## config.mk

```make
export PLATFORM = sky130hd
export DESIGN_NAME = amc_back
export DESIGN_NICKNAME = d
export VERILOG_FILES = /design/src/hdl/amc_pkg.sv /design/src/hdl/amc_div.sv /design/src/hdl/amc_back.sv
export SDC_FILE = /design/constraint.sdc
export NUM_CORES = 2
export LEC_CHECK = 0
export ABC_AREA = 1
export BUFFER_PORTS_ARGS = -buffer_cell sky130_fd_sc_hd__buf_4
export CAP_MARGIN = 20
export CORE_MARGIN = 5
export CORE_UTILIZATION = 46
export DETAILED_ROUTE_END_ITERATION = 8
export GPL_ROUTABILITY_DRIVEN = 0
export SLEW_MARGIN = 20
export SYNTH_ARGS = -nofsm -noshare
export SYNTH_HDL_FRONTEND = slang
export SYNTH_SLANG_ARGS = --single-unit
```

## constraint.sdc

```tcl
create_clock -name clk_i -period 98.5 [get_ports clk_i]
set_input_delay 4.925 -clock clk_i [delete_from_list [all_inputs] [get_ports clk_i]]
set_output_delay 4.925 -clock clk_i [all_outputs]
set_load 0.02 [all_outputs]
```

## src/hdl/amc_pkg.sv

```systemverilog
`default_nettype none

package amc_pkg;

  // Restoring divider: 18-bit dividend, 9-bit divisor, one quotient bit per stage.
  localparam int DivNumW = 18;
  localparam int DivDenW = 9;

  // Queue between the classify front and the rescale back.
  localparam int QueueDepth = 4;
  localparam int QueuePtrW  = 2;
  localparam int QueueCntW  = 3;

  // Blend mode codes; codes above burn act as burn.
  typedef enum logic [3:0] {
    ModeMult     = 4'd0,
    ModeDarken   = 4'd1,
    ModeOverlay  = 4'd2,
    ModeDodge    = 4'd3,
    ModeLinBurn  = 4'd4,
    ModeLinDodge = 4'd5,
    ModeHardMix  = 4'd6,
    ModeSofter   = 4'd7,
    ModeSubtract = 4'd8,
    ModeBurn     = 4'd9
  } mode_e;

  // One classified pixel as handed from front to back.
  typedef struct packed {
    logic       bypass;
    logic       zero;
    logic [7:0] n;
    logic [7:0] d;
    logic [7:0] r;
    logic [7:0] g;
    logic [7:0] b;
  } amc_item_t;

  // Pixel data that travels beside the front divider.
  typedef struct packed {
    logic       ext;
    logic [7:0] d;
    logic [7:0] r;
    logic [7:0] g;
    logic [7:0] b;
    logic [7:0] nfast;
    logic       use_div;
    logic       inv;
  } amc_fside_t;

endpackage

`default_nettype wire

```

## src/hdl/amc_div.sv

```systemverilog
`default_nettype none

module amc_div
  import amc_pkg::*;
(
  input  logic               clk_i,
  input  logic               en_i,
  input  logic [DivNumW-1:0] num_i,
  input  logic [DivDenW-1:0] den_i,
  output logic [DivNumW-1:0] quo_o
);

  logic [DivNumW-1:0] num_q [DivNumW];
  logic [DivDenW-1:0] den_q [DivNumW];
  logic [DivDenW-1:0] rem_q [DivNumW];
  logic [DivNumW-1:0] quo_q [DivNumW];

  // Each stage brings down one dividend bit, MSB first, and settles one quotient bit.
  for (genvar k = 0; k < DivNumW; k++) begin : g_stage
    logic [DivNumW-1:0] num_in;
    logic [DivNumW-1:0] quo_in;
    logic [DivDenW-1:0] den_in;
    logic [DivDenW-1:0] rem_in;
    logic [DivDenW:0]   trial;
    logic               ge;

    if (k == 0) begin : g_first
      assign num_in = num_i;
      assign den_in = den_i;
      assign rem_in = '0;
      assign quo_in = '0;
    end else begin : g_next
      assign num_in = num_q[k-1];
      assign den_in = den_q[k-1];
      assign rem_in = rem_q[k-1];
      assign quo_in = quo_q[k-1];
    end

    assign trial = {rem_in, num_in[DivNumW-1-k]};
    assign ge    = (trial >= {1'b0, den_in});

    always_ff @(posedge clk_i) begin
      if (en_i) begin
        num_q[k] <= num_in;
        den_q[k] <= den_in;
        rem_q[k] <= ge ? DivDenW'(trial - {1'b0, den_in}) : trial[DivDenW-1:0];
        quo_q[k] <= {quo_in[DivNumW-2:0], ge};
      end
    end
  end

  assign quo_o = quo_q[DivNumW-1];

endmodule

`default_nettype wire

```

## src/hdl/amc_back.sv

```systemverilog
`default_nettype none

module amc_back
  import amc_pkg::*;
(
  input  logic       clk_i,
  input  logic       rst_ni,
  input  amc_item_t  item_i,
  input  logic       item_valid_i,
  output logic       item_pop_o,
  output logic       out_valid_o,
  input  logic       out_ready_i,
  output logic [7:0] out_alpha_o,
  output logic [7:0] out_red_o,
  output logic [7:0] out_green_o,
  output logic [7:0] out_blue_o
);

  logic               en;
  logic [DivNumW-1:0] vb_q;
  logic               vp_q;
  logic               out_valid_q;
  amc_item_t          item_q [DivNumW];
  amc_item_t          pitem_q;
  amc_item_t          dout;
  logic [7:0]         chan_in [3];
  logic [15:0]        p_q [3];
  logic [7:0]         chan_out [3];
  logic [7:0]         alpha_q, red_q, green_q, blue_q;

  // The back advances whenever the output register is free or being drained.
  assign en         = !out_valid_q || out_ready_i;
  assign item_pop_o = en && item_valid_i;

  always_ff @(posedge clk_i or negedge rst_ni) begin
    if (!rst_ni) begin
      vb_q        <= '0;
      vp_q        <= 1'b0;
      out_valid_q <= 1'b0;
    end else if (en) begin
      vb_q        <= {vb_q[DivNumW-2:0], item_valid_i};
      vp_q        <= vb_q[DivNumW-1];
      out_valid_q <= vp_q;
    end
  end

  // Item data rides beside the channel dividers.
  always_ff @(posedge clk_i) begin
    if (en) begin
      item_q[0] <= item_i;
      for (int k = 1; k < DivNumW; k++) begin
        item_q[k] <= item_q[k-1];
      end
      pitem_q <= item_q[DivNumW-1];
    end
  end

  assign chan_in[0] = item_i.r;
  assign chan_in[1] = item_i.g;
  assign chan_in[2] = item_i.b;

  // Per channel: q = round(c*n/d) capped at 255, then p = q*n, then the /255 fold.
  for (genvar c = 0; c < 3; c++) begin : g_chan
    logic [15:0]        cn;
    logic [DivNumW-1:0] dnum;
    logic [DivNumW-1:0] quo;
    logic [7:0]         q;
    logic [16:0]        fold;

    assign cn   = chan_in[c] * item_i.n;
    assign dnum = {1'b0, cn, 1'b0} + {10'd0, item_i.d};

    amc_div u_div (
      .clk_i (clk_i),
      .en_i  (en),
      .num_i (dnum),
      .den_i ({item_i.d, 1'b0}),
      .quo_o (quo)
    );

    assign q = (quo > DivNumW'(255)) ? 8'd255 : quo[7:0];

    always_ff @(posedge clk_i) begin
      if (en) begin
        p_q[c] <= q * item_q[DivNumW-1].n;
      end
    end

    assign fold        = {1'b0, p_q[c]} + {9'd0, p_q[c][15:8]} + 17'd128;
    assign chan_out[c] = fold[15:8];
  end

  // Output selection: unchanged, cleared or rescaled.
  always_comb begin
    dout = pitem_q;
    if (pitem_q.bypass) begin
      dout = pitem_q;
    end else if (pitem_q.zero) begin
      dout.d = 8'd0;
      dout.r = 8'd0;
      dout.g = 8'd0;
      dout.b = 8'd0;
    end else begin
      dout.d = pitem_q.n;
      dout.r = chan_out[0];
      dout.g = chan_out[1];
      dout.b = chan_out[2];
    end
  end

  always_ff @(posedge clk_i) begin
    if (en) begin
      alpha_q <= dout.d;
      red_q   <= dout.r;
      green_q <= dout.g;
      blue_q  <= dout.b;
    end
  end

  assign out_valid_o = out_valid_q;
  assign out_alpha_o = alpha_q;
  assign out_red_o   = red_q;
  assign out_green_o = green_q;
  assign out_blue_o  = blue_q;

endmodule

`default_nettype wire

```

Yosys cells after proc, flatten, opt, wreduce, memory -nomap -nowiden
Memories as Yosys holds them, arrays and structs flattened.
Index checks and enable logic that the tools add are counted.
{"block": "op_classes", "addsub": 63, "n_lt_le_gt_ge": 57, "n_mul": 6, "n_reduce_logical": 3, "n_mux": 61}
{"op": "10-bit by 9-bit greater-or-equal comparator with 1-bit output", "count": 51}
{"op": "9-bit two-way mux", "count": 54}
{"op": "9-bit subtractor", "count": 51}
{"op": "8-bit by 8-bit multiplier with 16-bit output", "count": 6}
{"op": "32-bit two-way mux", "count": 2}
{"op": "17-bit by 8-bit adder with 18-bit output", "count": 3}
{"op": "18-bit by 8-bit > comparator with 1-bit output (second input constant)", "count": 3}
{"op": "16-bit by 8-bit adder with 16-bit output", "count": 3}
{"op": "16-bit by 8-bit adder with 16-bit output (second input constant)", "count": 3}
{"op": "1-bit by 9-bit greater-or-equal comparator with 1-bit output", "count": 3}
{"op": "1-bit by 9-bit subtractor with 9-bit output", "count": 3}
{"op": "8-bit two-way mux", "count": 3}
{"op": "1-bit two-way mux", "count": 2}
{"op": "1-bit logical AND", "count": 1}
{"op": "1-bit zero test", "count": 1}
{"op": "1-bit logical OR", "count": 1}
{"block": "word_totals", "regBits": 94, "inputBits": 46, "out_inout_bits": 34, "ramBits": 3720, "wordCells": 218, "n_memories": 14}
{"name": "item_q", "depth": 18, "word_bits": 42, "read_ports": 18, "rd_clocked_by_memory_dff": 0, "wr": 18, "line_no": "amc_back.sv:23", "rtl": "amc_item_t item_q [DivNumW];"}
{"name": "g_chan[0].u_div.num_q", "depth": 18, "word_bits": 18, "read_ports": 17, "rd_clocked_by_memory_dff": 0, "wr": 18, "line_no": "amc_div.sv:13", "rtl": "logic [DivNumW-1:0] num_q [DivNumW];"}
{"name": "g_chan[0].u_div.quo_q", "depth": 18, "word_bits": 18, "read_ports": 18, "rd_clocked_by_memory_dff": 0, "wr": 18, "line_no": "amc_div.sv:16", "rtl": "logic [DivNumW-1:0] quo_q [DivNumW];"}
{"name": "g_chan[1].u_div.num_q", "depth": 18, "word_bits": 18, "read_ports": 17, "rd_clocked_by_memory_dff": 0, "wr": 18, "line_no": "amc_div.sv:13"}
{"name": "g_chan[1].u_div.quo_q", "depth": 18, "word_bits": 18, "read_ports": 18, "rd_clocked_by_memory_dff": 0, "wr": 18, "line_no": "amc_div.sv:16"}
{"name": "g_chan[2].u_div.num_q", "depth": 18, "word_bits": 18, "read_ports": 17, "rd_clocked_by_memory_dff": 0, "wr": 18, "line_no": "amc_div.sv:13"}
{"name": "8 more memories"}

Depth between registers and ports, before layout
An unclocked memory read counts as a cell.
{"block": "depth", "depth_word": 5, "ltp_mapped": 26, "mapped_depth_nobuf": 25}

Cells and area by module
A second synthesis with hierarchy kept.
{"block": "hier_totals", "cells_unflattened": 11661, "area_unflattened_um2": 133596.9}
{"module": "amc_div at g_chan[0].u_div ...", "seq_area_each_um2": 18918.1, "instances": 2, "cells_per_inst": 2702, "area_per_inst_um2": 29968.7}
{"module": "amc_back", "seq_area_each_um2": 26865.8, "instances": 1, "cells_per_inst": 3519, "area_per_inst_um2": 43848.3}
{"module": "amc_div at g_chan[2].u_div", "seq_area_each_um2": 18918.1, "instances": 1, "cells_per_inst": 2738, "area_per_inst_um2": 29811.1}

Worst setup path before layout
No wires, ideal clock.
{"block": "synth_timing", "path_kind": "input -> register", "from": "in out_ready_i", "to": "reg, netlist name dout[32]", "t_arrival_ns": 66.052, "slack_ns": 28.936, "setup_ns": 3.512, "path_buffers": 1, "stages": 3, "required_ns": 94.988, "path_cell_list": "nor2_1 > inv_1 > clkbuf_1"}
{"block": "synth_between", "elab_chain_len": 1}
{"item": "start: declaration", "line_no": "amc_back.sv:12", "rtl": "input logic out_ready_i,"}
{"item": "1-bit logical OR", "line_no": "amc_back.sv:32", "rtl": "assign en = !out_valid_q || out_ready_i;"}
Every way passes these cells.
A chain may end at the register's enable or synchronous reset.

Worst setup path in the final report
{"block": "layout_timing", "from": "in out_ready_i", "to": "out item_pop_o"}
{"block": "layout_between", "elab_chain_len": 2}
{"item": "1-bit logical OR", "line_no": "amc_back.sv:32"}
{"item": "1-bit logical AND", "line_no": "amc_back.sv:33", "rtl": "assign item_pop_o = en && item_valid_i;"}
{"item": "end: declaration", "line_no": "amc_back.sv:10", "rtl": "output logic item_pop_o,"}
Every way passes these cells.

==> summary.txt <==
outcome: finished, final reports clean
worst-case headroom to the max-slew limit: 24.76%
syn_nets: 8988
classification of the worst-slack hold path: reg -> reg
number of cell rows: 174
Post-CTS Hold Buffers: 0
post-synthesis average cell area: 13.05 um2
delay of the slowest critical-path stage: 0.42 ns
antenna violations before repair: 6
Placeable Area: 0.2251 mm2
share of post-route cells with drive strength above 1: 6.211%
final critical-path share of the clock period: 11.16%
P&R area growth vs syn: 11.39%
most common library cell in the layout ignoring fill and taps: sky130_fd_sc_hd__edfxtp_1
total number of nets in the final design: 9221
Max Clock Freq: 0.09097 GHz
Data arrival, critical path: 6.07 ns
CP max-delay cell: sky130_fd_sc_hd__inv_8
CP Data Required Time: 93.57 ns
proportion of register bits with asynchronous set or reset after synthesis: 0.8780%
category of the worst setup path capture point: primary output
Resize count post-CTS: 0
maximum fanout along the worst path: 96
share of Yosys cell area claimed by the top area cell type: 65.05%
critical path endpoint: item_pop_o
Overflow after GRT: 0
overall die area: 0.2362 mm2
count of flip-flops with a built-in enable after synthesis: 2258
# Max-Cap Violations: 0
clock insertion delay at the later pin of the skew report: 0.87 ns
DR iter-0 viols: 3716
number of hold violations in the final report: 0
via count normalized by instance count: 4.956
deepest clock path buffer count: 3
beginning of the critical path: out_ready_i
height of the chip: 486.0 um
detailed-route wire length: 184600 um
Tmin final: 10.99 ns
DRC violation count after routing: 0
via count of the first global-routing pass: 57201
global-route wire length before repair: 299000 um
leading cell types in the layout, fill and taps excluded: sky130_fd_sc_hd__edfxtp_1 (2258), sky130_fd_sc_hd__nand2_1 (1273), sky130_fd_sc_hd__inv_1 (1068), sky130_fd_sc_hd__ha_1 (685), sky130_fd_sc_hd__a21oi_1 (674)
total clock buffers created by CTS: 229
clock tree from TritonCTS: yes
total global-route track usage: 15.69%
Yosys warning total: 0
Worst Skew: 0.06410 ns
total instance count after detailed placement: 10983
buffers and inverters on the worst path: 5
final sum of negative setup slack: 0 ns
buffers inserted by post-CTS timing repair: 0
sequential fraction of the synthesis area: 65.53%
setup-violating endpoint count in the final report: 0
FF-to-FF path depth: 21
Crit Reg-Reg Startpoint: g_chan[0].u_div.quo_q[17][17]$_DFFE_PN_
main area contributors after synthesis: sky130_fd_sc_hd__edfxtp_1 (65%), sky130_fd_sc_hd__ha_1 (8.2%), sky130_fd_sc_hd__fa_1 (5.1%)
register bit count reported by yosys: 2278
CP cell instances: buf_4 -> nor2_1 -> buf_4 -> inv_8 -> nand2_1 -> inv_1 -> buf_4
Post-Synthesis Cell Area: 0.1042 mm2
critical path launch point type: input port
post-synthesis cell type with the largest combined area: sky130_fd_sc_hd__edfxtp_1
transition time at the pin with the least slew margin: 1.129 ns
average wire length per cell after detail routing: 16.18 um
root buffer cell: sky130_fd_sc_hd__clkbuf_16
WP depth: 7
count of unique library cells instantiated by Yosys: 46
clock-pin slew on the worst setup and hold paths: 0.06 ns
final number of max-transition violations: 0
die width: 486.0 um
Top-Level Pins: 80
Reg2Reg Setup Slack: 92.15 ns
class of the most critical setup path: in -> out
synthesized instance count: 7990
Top delay family on crit path: buffers and inverters
number of nets still failing antenna checks after routing: 0
Most Frequent Cell on Critical Path: sky130_fd_sc_hd__buf_4
Filler Cells Inserted: 18907
setup repair after global routing missed its margin: no
Via Count: 56561
destination of the worst register-to-register timing path: p_q[0][13]$_DFFE_PN_
IO Port Bufs: 79
sink count of the clock tree: 2278
worst hold-check slack: 0.3841 ns
starting density of the core: 46.30%
pin count of the biggest net entering global routing: 219
Clock H-tree levels: 4
predominant post-synthesis flop cell: sky130_fd_sc_hd__edfxtp_1
Final Non-Filler Cells: 11413
half-perimeter wire length of the detailed placement result: 131000 um
number of search-and-repair iterations in the first detailed-routing pass: 8
[Yosys cell counts (4+ instances only)]
master,instances
sky130_fd_sc_hd__buf_2,39
sky130_fd_sc_hd__a21oi_1,674
sky130_fd_sc_hd__xnor2_1,130
sky130_fd_sc_hd__inv_1,1069
sky130_fd_sc_hd__xor2_1,232
sky130_fd_sc_hd__a31oi_1,21
sky130_fd_sc_hd__nor4_1,28
sky130_fd_sc_hd__clkbuf_1,54
sky130_fd_sc_hd__nor3b_1,4
sky130_fd_sc_hd__buf_4,9
sky130_fd_sc_hd__nand3_1,165
sky130_fd_sc_hd__dfrtp_1,20
sky130_fd_sc_hd__o21ai_0,151
sky130_fd_sc_hd__a211oi_1,7
sky130_fd_sc_hd__edfxtp_1,2258
sky130_fd_sc_hd__clkbuf_2,11
sky130_fd_sc_hd__nand3_2,26
sky130_fd_sc_hd__o31ai_1,4
sky130_fd_sc_hd__nor3_1,22
sky130_fd_sc_hd__fa_1,267
sky130_fd_sc_hd__a21oi_2,4
sky130_fd_sc_hd__nand2_2,6
sky130_fd_sc_hd__a21o_1,8
sky130_fd_sc_hd__nor2_2,5
sky130_fd_sc_hd__o21bai_1,5
sky130_fd_sc_hd__a22o_1,8
sky130_fd_sc_hd__o211ai_1,48
sky130_fd_sc_hd__nand4_1,49
sky130_fd_sc_hd__nand2_1,1273
sky130_fd_sc_hd__nand3b_1,24
sky130_fd_sc_hd__nor2_1,666
sky130_fd_sc_hd__ha_1,685
[state kept, by name, summed over array words and instances, names as in the netlist, 10 cells and up]
signal and count:
g_chan.u_div.rem_q 428, vb_q 18, g_chan.u_div.quo_q 513, pitem_q 32, g_chan.u_div.num_q 453, dout 10
p_q 48, item_q 742
[cell type report]
cell class,instances,area [um2],share of cell area (%)
Sequential cell,2278,68310,58.83
Multi-Input combinational cell,4527,31390,27.03
Clock buffer,270,5884,5.068
Inverter,1070,4024,3.466
Tap cell,2992,3744,3.224
Clock inverter,158,1843,1.587
Timing Repair Buffer,117,914.6,0.7878
Antenna cell,1,2.502,0.002155
[kinds of logic after synthesis]
logic type / after synthesis / share of synthesized area, %
DFF: 2278 / 65.53
and+or+nand+nor: 2275 / 8.908
buffers and inverters: 1185 / 4.374
adders and majority gates: 952 / 13.35
AOI/OAI and AO/OA: 934 / 4.742
xor gates and xnor gates: 364 / 3.073
muxes: 2 / 0.02161
[routing by layer]
metal / GRT usage, % / routed length [um] / vias up
li1: - / - / 28003
met1: 19.88 / 78370 / 27158
met2: 27.44 / 93170 / 1032
met3: 2.556 / 7022 / 364
met4: 5.482 / 6032 / 4
met5: 0 / 15 / -
[how the worst min path moves through the flow]
stage	from	to	slack, ns	cells past startpoint
finish	g_chan[0].u_div.quo_q[9][7]$_DFFE_PN_	g_chan[0].u_div.quo_q[10][8]$_DFFE_PN_	0.38	0
global route	g_chan[0].u_div.quo_q[9][7]$_DFFE_PN_	g_chan[0].u_div.quo_q[10][8]$_DFFE_PN_	0.37	0
CTS	g_chan[1].u_div.quo_q[6][4]$_DFFE_PN_	g_chan[1].u_div.quo_q[7][5]$_DFFE_PN_	0.37	0
detailed placement	g_chan[0].u_div.num_q[0][4]$_DFFE_PN_	g_chan[0].u_div.num_q[1][4]$_DFFE_PN_	0.40	0
global placement	g_chan[1].u_div.num_q[1][3]$_DFFE_PN_	g_chan[1].u_div.num_q[2][3]$_DFFE_PN_	0.40	0
floorplan	item_q[17][40]$_DFFE_PN_	dout[40]$_DFFE_PN_	0.40	0
[worst reg2reg max path, delay by kind of cell (launching register included)]
kind | cells | cell delay [ns]
buffers and inverters | 3 | 0.17
flip-flops | 1 | 0.36
XOR/XNOR | 1 | 0.14
adder cells (fa/ha/maj) | 5 | 2.40
AND/OR/NAND/NOR | 10 | 2.49
AO/OA/AOI/OAI | 2 | 0.53
[metrics by stage]
stage                     utilization (%)  worst slack (ns)  instance area (um2)
after floorplan                         -             28.94               104200
after global placement              48.13             87.42               108400
after detailed placement            48.13             87.46               108400
after CTS                           51.57             87.46               116100
after global routing                51.58             87.37               116100
final                               51.58             87.51               116100
Power is left out: the tool's default activity adds up to more than one toggle a clock period on the data nets, which glitch-free logic cannot reach.
