==> src/hdl/amc_pkg.sv <==
`default_nettype none

package amc_pkg;

  // Restoring divider: 18-bit dividend, 9-bit divisor, one quotient bit per stage.
  localparam int DivNumW = 18;
  localparam int DivDenW = 9;

  // Queue between the classify front and the rescale back.
  localparam int QueueDepth = 4;
  localparam int QueuePtrW  = 2;
  localparam int QueueCntW  = 3;

  // Blend mode codes; codes above burn act as burn.
  typedef enum logic [3:0] {
    ModeMult     = 4'd0,
    ModeDarken   = 4'd1,
    ModeOverlay  = 4'd2,
    ModeDodge    = 4'd3,
    ModeLinBurn  = 4'd4,
    ModeLinDodge = 4'd5,
    ModeHardMix  = 4'd6,
    ModeSofter   = 4'd7,
    ModeSubtract = 4'd8,
    ModeBurn     = 4'd9
  } mode_e;

  // One classified pixel as handed from front to back.
  typedef struct packed {
    logic       bypass;
    logic       zero;
    logic [7:0] n;
    logic [7:0] d;
    logic [7:0] r;
    logic [7:0] g;
    logic [7:0] b;
  } amc_item_t;

  // Pixel data that travels beside the front divider.
  typedef struct packed {
    logic       ext;
    logic [7:0] d;
    logic [7:0] r;
    logic [7:0] g;
    logic [7:0] b;
    logic [7:0] nfast;
    logic       use_div;
    logic       inv;
  } amc_fside_t;

endpackage

`default_nettype wire

==> src/hdl/amc_queue.sv <==
`default_nettype none

module amc_queue
  import amc_pkg::*;
(
  input  logic      clk_i,
  input  logic      rst_ni,
  input  logic      push_i,
  input  amc_item_t data_i,
  output logic      full_o,
  input  logic      pop_i,
  output amc_item_t data_o,
  output logic      empty_o
);

  amc_item_t            mem_q [QueueDepth];
  logic [QueuePtrW-1:0] wr_ptr_q;
  logic [QueuePtrW-1:0] rd_ptr_q;
  logic [QueueCntW-1:0] count_q;

  assign full_o  = (count_q == QueueCntW'(QueueDepth));
  assign empty_o = (count_q == '0);
  assign data_o  = mem_q[rd_ptr_q];

  // Pointers and fill count.
  always_ff @(posedge clk_i or negedge rst_ni) begin
    if (!rst_ni) begin
      wr_ptr_q <= '0;
      rd_ptr_q <= '0;
      count_q  <= '0;
    end else begin
      if (push_i) begin
        wr_ptr_q <= QueuePtrW'(wr_ptr_q + 1'b1);
      end
      if (pop_i) begin
        rd_ptr_q <= QueuePtrW'(rd_ptr_q + 1'b1);
      end
      if (push_i && !pop_i) begin
        count_q <= QueueCntW'(count_q + 1'b1);
      end else if (!push_i && pop_i) begin
        count_q <= QueueCntW'(count_q - 1'b1);
      end
    end
  end

  // Entry storage.
  always_ff @(posedge clk_i) begin
    if (push_i) begin
      mem_q[wr_ptr_q] <= data_i;
    end
  end

`ifndef ASSERT_OFF
  a_no_overflow: assert property (@(posedge clk_i) disable iff (!rst_ni)
    push_i |-> !full_o) else $error("queue written while full");
  a_no_underflow: assert property (@(posedge clk_i) disable iff (!rst_ni)
    pop_i |-> !empty_o) else $error("queue read while empty");
  a_count_up: assert property (@(posedge clk_i) disable iff (!rst_ni)
    (push_i && !pop_i) |=> count_q == QueueCntW'($past(count_q) + 1'b1))
    else $error("queue count did not follow a write");
`endif

endmodule

`default_nettype wire

==> config.mk <==
export PLATFORM = sky130hd
export DESIGN_NAME = amc_queue
export DESIGN_NICKNAME = d
export VERILOG_FILES = /design/src/hdl/amc_pkg.sv /design/src/hdl/amc_queue.sv
export SDC_FILE = /design/constraint.sdc
export NUM_CORES = 1
export LEC_CHECK = 0
export ABC_AREA = 1
export BUFFER_PORTS_ARGS = -buffer_cell sky130_fd_sc_hd__buf_2
export CAP_MARGIN = 20
export CORE_UTILIZATION = 35
export CTS_BUF_LIST = sky130_fd_sc_hd__clkbuf_4 sky130_fd_sc_hd__clkbuf_8
export CTS_CLUSTER_SIZE = 30
export DETAILED_ROUTE_END_ITERATION = 8
export GPL_TIMING_DRIVEN = 1
export PLACE_DENSITY_LB_ADDON = 0.12
export SLEW_MARGIN = 20
export SYNTH_ARGS = -nofsm -noshare
export SYNTH_HDL_FRONTEND = slang
export SYNTH_SLANG_ARGS = --single-unit
==> constraint.sdc <==
create_clock -name clk_i -period 2.06 [get_ports clk_i]
set_clock_uncertainty 0.15 [all_clocks]
set_input_delay 0.309 -clock clk_i [delete_from_list [all_inputs] [get_ports clk_i]]
set_output_delay 0.309 -clock clk_i [all_outputs]
set_load 0.03 [all_outputs]
### Word level (Yosys, flattened, before mapping)

Memories as Yosys holds them, arrays and structs flattened.
Index checks and enable logic that the tools add are counted.

| word-level totals | value |
|---|---|
| register bits | 7 |
| memory bits (writable) | 168 |
| input bits | 46 |
| output and inout bits | 44 |
| logic and storage cells | 19 |
| memories | 1 |

| cells by class | value |
|---|---|
| $add $sub $neg | 4 |
| eq/ne operators | 1 |
| muxes and demuxes | 4 |
| reductions and logical operators | 6 |

Memory list:

| memory | words | width | rd ports | clocked after Yosys merged registers in | write ports | line | source |
|---|---|---|---|---|---|---|---|
| mem_q | 4 | 42 | 1 | 0 | 1 | amc_queue.sv:16 | `amc_item_t mem_q [QueueDepth];` |

Operators with widths:

| kind | number |
|---|---|
| 3-bit 2-to-1 mux | 2 |
| 2-bit by 1-bit adder with 2-bit output, second input constant | 2 |
| 3-bit by 1-bit adder with 3-bit output, second input constant | 1 |
| 3-bit == test, second input constant | 1 |
| 3-bit zero test | 1 |
| 3-bit by 1-bit subtractor with 3-bit output, second input constant | 1 |
| 1-bit logical AND | 2 |
| 1-bit zero test | 2 |
| 1-bit 2-to-1 mux | 2 |
| 2-bit nonzero test | 1 |

### Logic depth before layout (Yosys ltp)

Gate-level depths: netlist (run 1).

| depth | value |
|---|---|
| depth after elaboration | 4 |
| gate-level depth with buffers | 9 |
| gate-level depth less buffers | 9 |

### Worst setup path after synthesis (run 1)

Ideal clock, no wire load.

| timing | value |
|---|---|
| path type | flip-flop to flip-flop |
| start point | register wr_ptr_q[0] |
| end point | memory mem_q[2][0] (netlist bit), enable pin |
| setup time | 0.397 ns |
| arrival time | 1.490 ns |
| required time | 1.513 ns |
| setup slack | 0.023 ns |
| stages on the path, launching flop included | 5 |
| buffers on the path | 0 |
| period minus slack after synthesis | 2.037 ns |
| path through | dfrtp_1 > inv_1 > ha_1 > nand2_1 > inv_1 |

RTL lines:

| what | line | source |
|---|---|---|
| from (decl) | amc_queue.sv:17 | `logic [QueuePtrW-1:0] wr_ptr_q;` |
| from (signal assigned) | amc_queue.sv:33 | `wr_ptr_q <= QueuePtrW'(wr_ptr_q + 1'b1);` |
| to (decl) | amc_queue.sv:16 |  |

No word-level cell before the write port.

==> results of run 1 <==
==> flip-flops by register name (all words and copies together), names as in the netlist <==
register and flops:
rd_ptr_q 2, mem_q 168, count_q 3, wr_ptr_q 2
==> logic make-up (layout without fill, tap and decap cells) <==
logic type | count (synthesis) | count (layout) | synth area share
flip-flops | 175 | 175 | 0.737
AND/OR/NAND/NOR | 143 | 143 | 0.0767
buffers and inverters | 125 | 282 | 0.0799
AO/OA/AOI/OAI | 85 | 85 | 0.0898
adder cells (fa/ha/maj) | 6 | 6 | 0.0117
XOR/XNOR | 4 | 4 | 0.00495
==> worst reg2reg max path, cell delays in order (launching register included) <==
cell and delay [ns]:
dfrtp_1 0.43, inv_1 0.10, ha_1 0.14, nand2_1 0.05, inv_2 0.24, buf_4 0.29
==> layer usage <==
layer | vias to the layer above | track usage | wire, um
met5 | - | 0 | 0
met2 | 67 | 0.266 | 7540
met4 | 0 | 0.0432 | 134
met3 | 10 | 0.0464 | 638
li1 | 2147 | - | -
met1 | 2109 | 0.195 | 6870
==> worst paths after layout <==
check	startpoint	to	slack (ns)	depth (start not counted)
worst max-delay path	rd_ptr_q[0]	data_o[7]	-0.12	5
worst max register to register	wr_ptr_q[0]	mem_q[0][16]	0.35	5
max in group asynchronous	rst_ni	rd_ptr_q[0]	1.48	2
min in group clk_i	count_q[2]	count_q[2]	0.37	2
worst min-delay path	rst_ni	count_q[2]	0.08	2
worst min register to register	count_q[2]	count_q[2]	0.37	2
==> cell usage in the layout, fill, tap and decap left out, types with 6 or more instances in the layout <==
cell type	instances
clkbuf_8	17
nand2_1	136
buf_2	59
buf_4	10
buf_6	24
edfxtp_1	168
buf_12	7
dlygate4sd3_1	45
o211ai_1	84
clkinvlp_4	6
inv_1	91
==> layout make-up <==
cell class                      instances  area [sq um]
Clock buffer                           21           264
Sequential cell                       175          5230
Fill cell                            1839         10600
Clock inverter                         11           118
Timing Repair Buffer                  154          1430
Tap cell                              265           332
Inverter                               96           365
Multi-Input combinational cell        238          1300
==> repair_timing <==
| action | 4_1_cts | 5_1_grt |
|---|---|---|
| endpoints found under the hold margin | 179 | 0 |
| setup buffers | 2 | 0 |
| pin swaps | 15 | 22 |
| cloned | 4 | 1 |
| gates resized for setup | 65 | 3 |
| endpoints found under the setup margin | 42 | 42 |
| hold buffers | 45 | 0 |
==> power by group through the flow <==
stage                     registers [mW]  clock network, mW  logic [mW]
after global placement              4.93                  0        5.11
after CTS                           4.89               2.37        6.26
after floorplan                     4.90                  0        3.72
after detailed placement            4.95                  0        5.15
after global routing                4.95               2.50        6.79
final                               4.89               2.28        6.21
==> results_dict.tcl, run 1 <==
set metrics [dict create \
    fin_crit_ns 2.18 \
    remaining_drc_errors 0 \
    syn2layout_area_growth_pct 27.6 \
    cts.clk_slew.worst_paths_ns 0.09 \
    nets 734 \
    finalSetupTns_ns -3.04 \
    p_seq_frac 0.365 \
    finalMaxSlewViolations 0 \
    fin_ws_ns -0.120 \
    start_util 0.360 \
    syn_nets 590 \
    cpLargestDelayFamily "flip-flops" \
    gp_congestion 0.660 \
    fp.dieW_um 144 \
    portBuffers 89 \
    antenna_left 0 \
    synthTopCellsByCount "edfxtp_1 (168), nand2_1 (139), inv_1 (95), o211ai_1 (84), buf_2 (14)" \
    clkPwrFrac 0.171 \
    critPathLaunchType "register" \
    grt_pass1_wl_um 23600 \
    stdcell_count 960 \
    htreeDepth 4 \
    synth_top_cell_by_area "edfxtp_1" \
    cap_violations 0 \
    root_buffer "clkbuf_8" \
    whs_ns 0.0756 \
    core_area_sq_mm 0.0197 \
    synth_warnings 0 \
    routedWlPerCell_um 15.8 \
    ir_drop_mv 0.568 \
    yosysTopAreaCellShare 0.712 \
    worstMarginPinSlew_ns 0.302 \
    crit_path_top_delay_cell "dfrtp_4" \
    viasPerCell 4.51 \
    drt_pass1_iterations 4 \
    p_int_mw 8.12 \
    cts_tree "done" \
    yosysMostFrequentCell "edfxtp_1" \
    die_h_um 144 \
    cts.path.max_buffers 2 \
    fmax_mhz 459 \
    crit_chain "buf_12, buf_16, o211ai_1, nand2_1, buf_6" \
    ys_seq_area_frac 0.737 \
    rsz0062_at_grt "yes" \
    setup_violations 42 \
    post-place-cells 876 \
    worstPathArrival_ns 1.72 \
    hpwl_um 8370 \
    outcome "finished with violations" \
    synthTopCellsByArea "edfxtp_1 (71%), o211ai_1 (8.9%), nand2_1 (7.4%)" \
    worst_ep_required_time_ns 1.60 \
    synth_area_per_cell_sq_um 13.2 \
    design_area_sq_mm 0.00904 \
    grt.total_usage 0.157 \
    vias 4333 \
    synth_flop_cell "edfxtp_1" \
    cts_made_buffers 17 \
    critPathKind "reg -> out" \
    total_power_mw 13.4 \
    grt-ovfl-total 0 \
    antenna_found_initial 0 \
    grt_pass1_vias 4357 \
    syn-cell-area_sq_mm 0.00708 \
    share_comb_of_total_power 0.464 \
    cpPeakStageDelay_ns 0.54 \
    ios 90 \
    switching_share 0.393 \
    min_path_type "in -> async" \
    max_slew_margin 0.798 \
    grt_start_max_net_pins 49 \
    power.density_mw_per_mm2 1480 \
    endpoint_kind "primary output" \
    cts.sinks 175 \
    path_max_fanout 12 \
    period_share 1.06 \
    final_layout_size_suffix_gt1_frac 0.214 \
    final_core_util 0.460 \
    num_rows 51 \
    async_flop_share 0.0400 \
    drt_iter0_drc 123 \
    dieArea_sq_mm 0.0208 \
    power.switching_mw 5.26 \
    place_area_sq_mm 0.00784 \
    synth_edf_count 168 \
    clock_latency_ns 0.44 \
    antenna_cells 0 \
    wirelength_um 15200 \
    path_buf_inv 3 \
    pre_cts_ws_ns 0.309 \
    p_leak_nw 3.62 \
    finalHoldViolCount 0 \
    violations "setup timing" \
    synth_cell_types 18 \
    ys_seq_elements 175 \
    synth_cells 538 \
]
No activity file was read; power rests on OpenSTA's default activity.
==> run 2, diff against run 1 <==
==> constraint.sdc (replaced) <==
create_clock -name clk_i -period 2.7 [get_ports clk_i]
set_clock_uncertainty 0.15 [all_clocks]
set_input_delay 0.54 -clock clk_i [delete_from_list [all_inputs] [get_ports clk_i]]
set_output_delay 0.54 -clock clk_i [all_outputs]
set_load 0.03 [all_outputs]
==> run 2 against run 1 <==
The run now ends clean. Global-route usage shrank 1.4 points. Combinational power fell by 38%. Via count decreased by 5.1%. Final cell count down 5.6%. First-iteration DRC count is 39% higher. Critical path type unchanged. Highest routed layer is now met5. Sequential share of layout area rose by 5.5 points.
==> results_dict.tcl, run 2 (synthesis results as in run 1) <==
set metrics [dict create \
    outcome "completed" \
    htreeDepth 4 \
    final_cell_mix "edfxtp_1 (168), nand2_1 (139), inv_1 (91), buf_2 (89), o211ai_1 (84)" \
    multi_input_area_sq_mm 0.00130 \
    gp_congestion 0.716 \
    critPathLaunchType "register" \
    antenna_cells 0 \
    ir_drop_mv 0.568 \
    critPathKind "reg -> out" \
    die_h_um 144 \
    final_common_cell "edfxtp_1" \
    largestRegisters "mem_q (168), count_q (3)" \
    finalSetupTns_ns 0 \
    cts.clk_slew.worst_paths_ns 0.09 \
    grt.met3_usage 0.0414 \
    path_buf_inv 2 \
    top_register "mem_q" \
    power.density_mw_per_mm2 1140 \
    remaining_drc_errors 0 \
    nets 680 \
    core_area_sq_mm 0.0197 \
    hpwl_um 8100 \
    path_max_fanout 42 \
    crit_path_top_delay_cell "buf_4" \
    cpLargestDelayFamily "buffers and inverters" \
    dieArea_sq_mm 0.0208 \
    fp.dieW_um 144 \
    finalHoldViolCount 0 \
    finalMaxSlewViolations 0 \
    n_fill_cell 1876 \
    viasPerCell 4.54 \
    grt_util_met2 0.225 \
    rsz0062_at_grt "no" \
    cts_tree "done" \
    cts_made_buffers 17 \
    fin_crit_ns 2.52 \
    drt_pass1_iterations 4 \
    use_met1 0.186 \
    wirelength_um 13800 \
    vias 4114 \
    syn2layout_area_growth_pct 16.5 \
    num_rows 51 \
    fmax_mhz 396 \
    root_buffer "clkbuf_8" \
    cts.path.max_buffers 2 \
    grt_start_max_net_pins 49 \
    grt-ovfl-total 0 \
    routedWlPerCell_um 15.3 \
    endpoint_kind "primary output" \
    cap_violations 0 \
    min_path_type "in -> reg" \
    hp-start "data_i[19]" \
    max_slew_margin 0.627 \
    worstMarginPinSlew_ns 0.560 \
    grt.total_usage 0.143 \
    ios 90 \
    worst_ep_required_time_ns 2.01 \
    crit_chain "buf_4, o211ai_1, nand2_1, buf_2" \
    register_area_sq_mm 0.00523 \
    final_layout_size_suffix_gt1_frac 0.215 \
    worstPathArrival_ns 1.83 \
    clock_latency_ns 0.45 \
    grt_pass1_wl_um 21600 \
    total_power_mw 9.39 \
    largest_reg_flops 168 \
    rr_startpoint "wr_ptr_q[1]" \
    start_util 0.360 \
    cpPeakStageDelay_ns 0.47 \
    startpoint "rd_ptr_q[1]" \
    p_leak_nw 3.32 \
    period_share 0.934 \
    setup_violations 0 \
    antenna_left 0 \
    cts.sinks 175 \
    grt_pass1_vias 3964 \
    final_core_util 0.420 \
    portBuffers 89 \
    antenna_found_initial 1 \
    drt_iter0_drc 171 \
    top_usage_layer "met2" \
]
run 2: final timing paths:
path / end / slack (ns) / cells after the start
setup / recovery: data_o[4] / 0.18 / 4
hold / removal: mem_q[0][19] / 0.15 / 1
setup reg to reg: mem_q[1][24] / 0.82 / 5
hold reg to reg: wr_ptr_q[0] / 0.38 / 1
max in group asynchronous: rd_ptr_q[0] / 1.89 / 2
min in group asynchronous: count_q[1] / 0.31 / 2
run 2: final cells by class:
cell class | instances | area share
flip-flops and latches | 175 | 0.633
multi-input cells | 238 | 0.157
repair buffers | 100 | 0.0769
inverters | 96 | 0.0437
well taps | 265 | 0.0402
clock buffers | 18 | 0.0300
clock inverters | 14 | 0.0191
run 2: routing by layer:
layer / share of wire / routed length [um]
met4: 0.014 / 193
met1: 0.47 / 6450
met5: 0.00094 / 13
met3: 0.051 / 699
met2: 0.47 / 6480
run 2: power by group:
| part | switching, mW | total, mW | internal (mW) |
|---|---|---|---|
| Clock | 0.949 | 1.82 | 0.867 |
| Combinational | 2.70 | 3.82 | 1.12 |
| Sequential | 0.199 | 3.76 | 3.56 |
run 2: repair_timing:
action	4_1_cts	5_1_grt
setup buffers	0	1
hold endpoints to repair	7	0
setup endpoints to repair	0	17
hold buffers	1	0
resized for setup	0	0
run 2: stage by stage:
| stage | hold slack [ns] | cells | area [sq um] | setup WS, ns |
|---|---|---|---|---|
| 2_1_floorplan | 0.0944 | 538 | 7080 | 0.498 |
| 3_3_place_gp | 0.247 | 872 | 7830 | 0.587 |
| 3_5_place_dp | 0.253 | 872 | 7830 | 0.570 |
| 4_1_cts | 0.109 | 905 | 8240 | 0.0628 |
| 5_1_grt | 0.106 | 906 | 8250 | 0.00471 |
| 6_report | 0.151 | 906 | 8250 | 0.178 |
==> run 3, diff against run 2 <==
--- a/config.mk
+++ b/config.mk
@@ -14,6 +14,7 @@
 export DETAILED_ROUTE_END_ITERATION = 8
 export GPL_TIMING_DRIVEN = 1
 export PLACE_DENSITY_LB_ADDON = 0.12
+export RECOVER_POWER = 25
 export SLEW_MARGIN = 20
 export SYNTH_ARGS = -nofsm -noshare
 export SYNTH_HDL_FRONTEND = slang
==> run 3 against run 2 <==
Utilization down 0.17 points. Wire length decreased by 0.15%. Non-clock buffer count did not move.
==> results_dict.tcl, run 3 (synthesis results as in run 1) <==
set metrics [dict create \
    cts.clk_slew.worst_paths_ns 0.09 \
    cts_tree "done" \
    path_buf_inv 2 \
    rr_startpoint "wr_ptr_q[1]" \
    drt_iter0_drc 170 \
    num_rows 51 \
    path_max_fanout 42 \
    ios 90 \
    hpwl_um 8100 \
    endpoint_kind "primary output" \
    root_buffer "clkbuf_8" \
    grt_start_max_net_pins 49 \
    cts.path.max_buffers 2 \
    design_area_sq_mm 0.00822 \
    final_layout_size_suffix_gt1_frac 0.173 \
    critPathLaunchType "register" \
    wirelength_um 13800 \
    cpLargestDelayFamily "buffers and inverters" \
    finalMaxSlewViolations 0 \
    drt_pass1_iterations 6 \
    htreeDepth 4 \
    grt_pass1_wl_um 21600 \
    power.density_mw_per_mm2 1140 \
    grt_pass1_vias 3964 \
    largest_reg_flops 168 \
    portBuffers 89 \
    antenna_found_initial 1 \
    rsz0062_at_grt "no" \
    cts_made_buffers 17 \
    hp-start "data_i[7]" \
    startpoint "rd_ptr_q[1]" \
    critPathKind "reg -> out" \
    clock_latency_ns 0.45 \
    ir_drop_mv 0.566 \
    gp_congestion 0.716 \
    cap_violations 0 \
    syn2layout_area_growth_pct 16.1 \
    outcome "completed" \
    worst_ep_required_time_ns 2.01 \
    finalHoldViolCount 0 \
    final_common_cell "edfxtp_1" \
    setup_violations 0 \
    fmax_mhz 396 \
    p_leak_nw 3.24 \
    worstMarginPinSlew_ns 0.562 \
    remaining_drc_errors 0 \
    fin_crit_ns 2.52 \
    max_slew_margin 0.626 \
    final_cell_mix "edfxtp_1 (168), nand2_1 (139), inv_1 (91), o211ai_1 (84), buf_2 (62)" \
    cts.sinks 175 \
    crit_path_top_delay_cell "buf_4" \
    period_share 0.935 \
    nets 680 \
    die_h_um 144 \
    worstPathArrival_ns 1.83 \
    finalSetupTns_ns 0 \
    final_core_util 0.418 \
    start_util 0.360 \
    crit_chain "buf_4, o211ai_1, nand2_1, buf_2" \
    cpPeakStageDelay_ns 0.48 \
    core_area_sq_mm 0.0197 \
    vias 4127 \
    routedWlPerCell_um 15.2 \
    top_register "mem_q" \
    place_area_sq_mm 0.00783 \
    viasPerCell 4.56 \
    largestRegisters "mem_q (168), count_q (3)" \
    min_path_type "in -> reg" \
    antenna_left 0 \
    antenna_cells 0 \
    grt-ovfl-total 0 \
    grt.total_usage 0.143 \
    fp.dieW_um 144 \
    dieArea_sq_mm 0.0208 \
]
run 3: final timing paths:
path | cells after the start | endpoint | slack, ns
worst max-delay path | 4 | data_o[4] | 0.18
worst min-delay path | 1 | mem_q[0][7] | 0.17
worst max register to register | 5 | mem_q[1][24] | 0.83
worst min register to register | 1 | wr_ptr_q[0] | 0.39
max in group asynchronous | 2 | rd_ptr_q[0] | 1.89
min in group asynchronous | 2 | count_q[1] | 0.31
run 3: worst reg2reg max path, stage by stage, from the launching register on:
cell,delay (ns)
dfrtp_1,0.41
inv_1,0.10
ha_1,0.15
nand2_1,0.06
inv_2,0.40
buf_12,0.28
run 3: cell type report:
cell class	count	area, sq um
clock buffers	18	248
clock inverters	14	158
fillers	1878	11400
inverters	96	360
multi-input cells	238	1300
flip-flops and latches	175	5230
well taps	265	332
repair buffers	100	601
run 3: metrics by stage:
step | hold WS, ns | setup slack [ns] | power, mW | cells
finish | 0.171 | 0.176 | 9.38 | 906
global route | 0.143 | 0.00471 | 10.0 | 906
CTS | 0.109 | 0.0628 | 9.53 | 905
detailed placement | 0.253 | 0.570 | 7.71 | 872
global placement | 0.247 | 0.587 | 7.66 | 872
floorplan | 0.0944 | 0.498 | 6.57 | 538
run 3: where the power goes:
part	total, mW	internal, mW	switching (mW)
clock	1.82	0.867	0.950
combinational	3.81	1.11	2.70
sequential	3.76	3.56	0.199
run 3: routing by layer:
metal	track usage	wire, um
met3	0.0414	751
met5	0	13
met1	0.186	6390
met2	0.225	6460
met4	0.0565	193
run 3: repair_timing:
| item | 4_1_cts | 5_1_grt |
|---|---|---|
| gates resized for setup | 0 | 0 |
| endpoints found under the hold margin | 7 | 0 |
| hold buffers | 1 | 0 |
| endpoints found under the setup margin | 0 | 17 |
| buffers inserted | 0 | 1 |
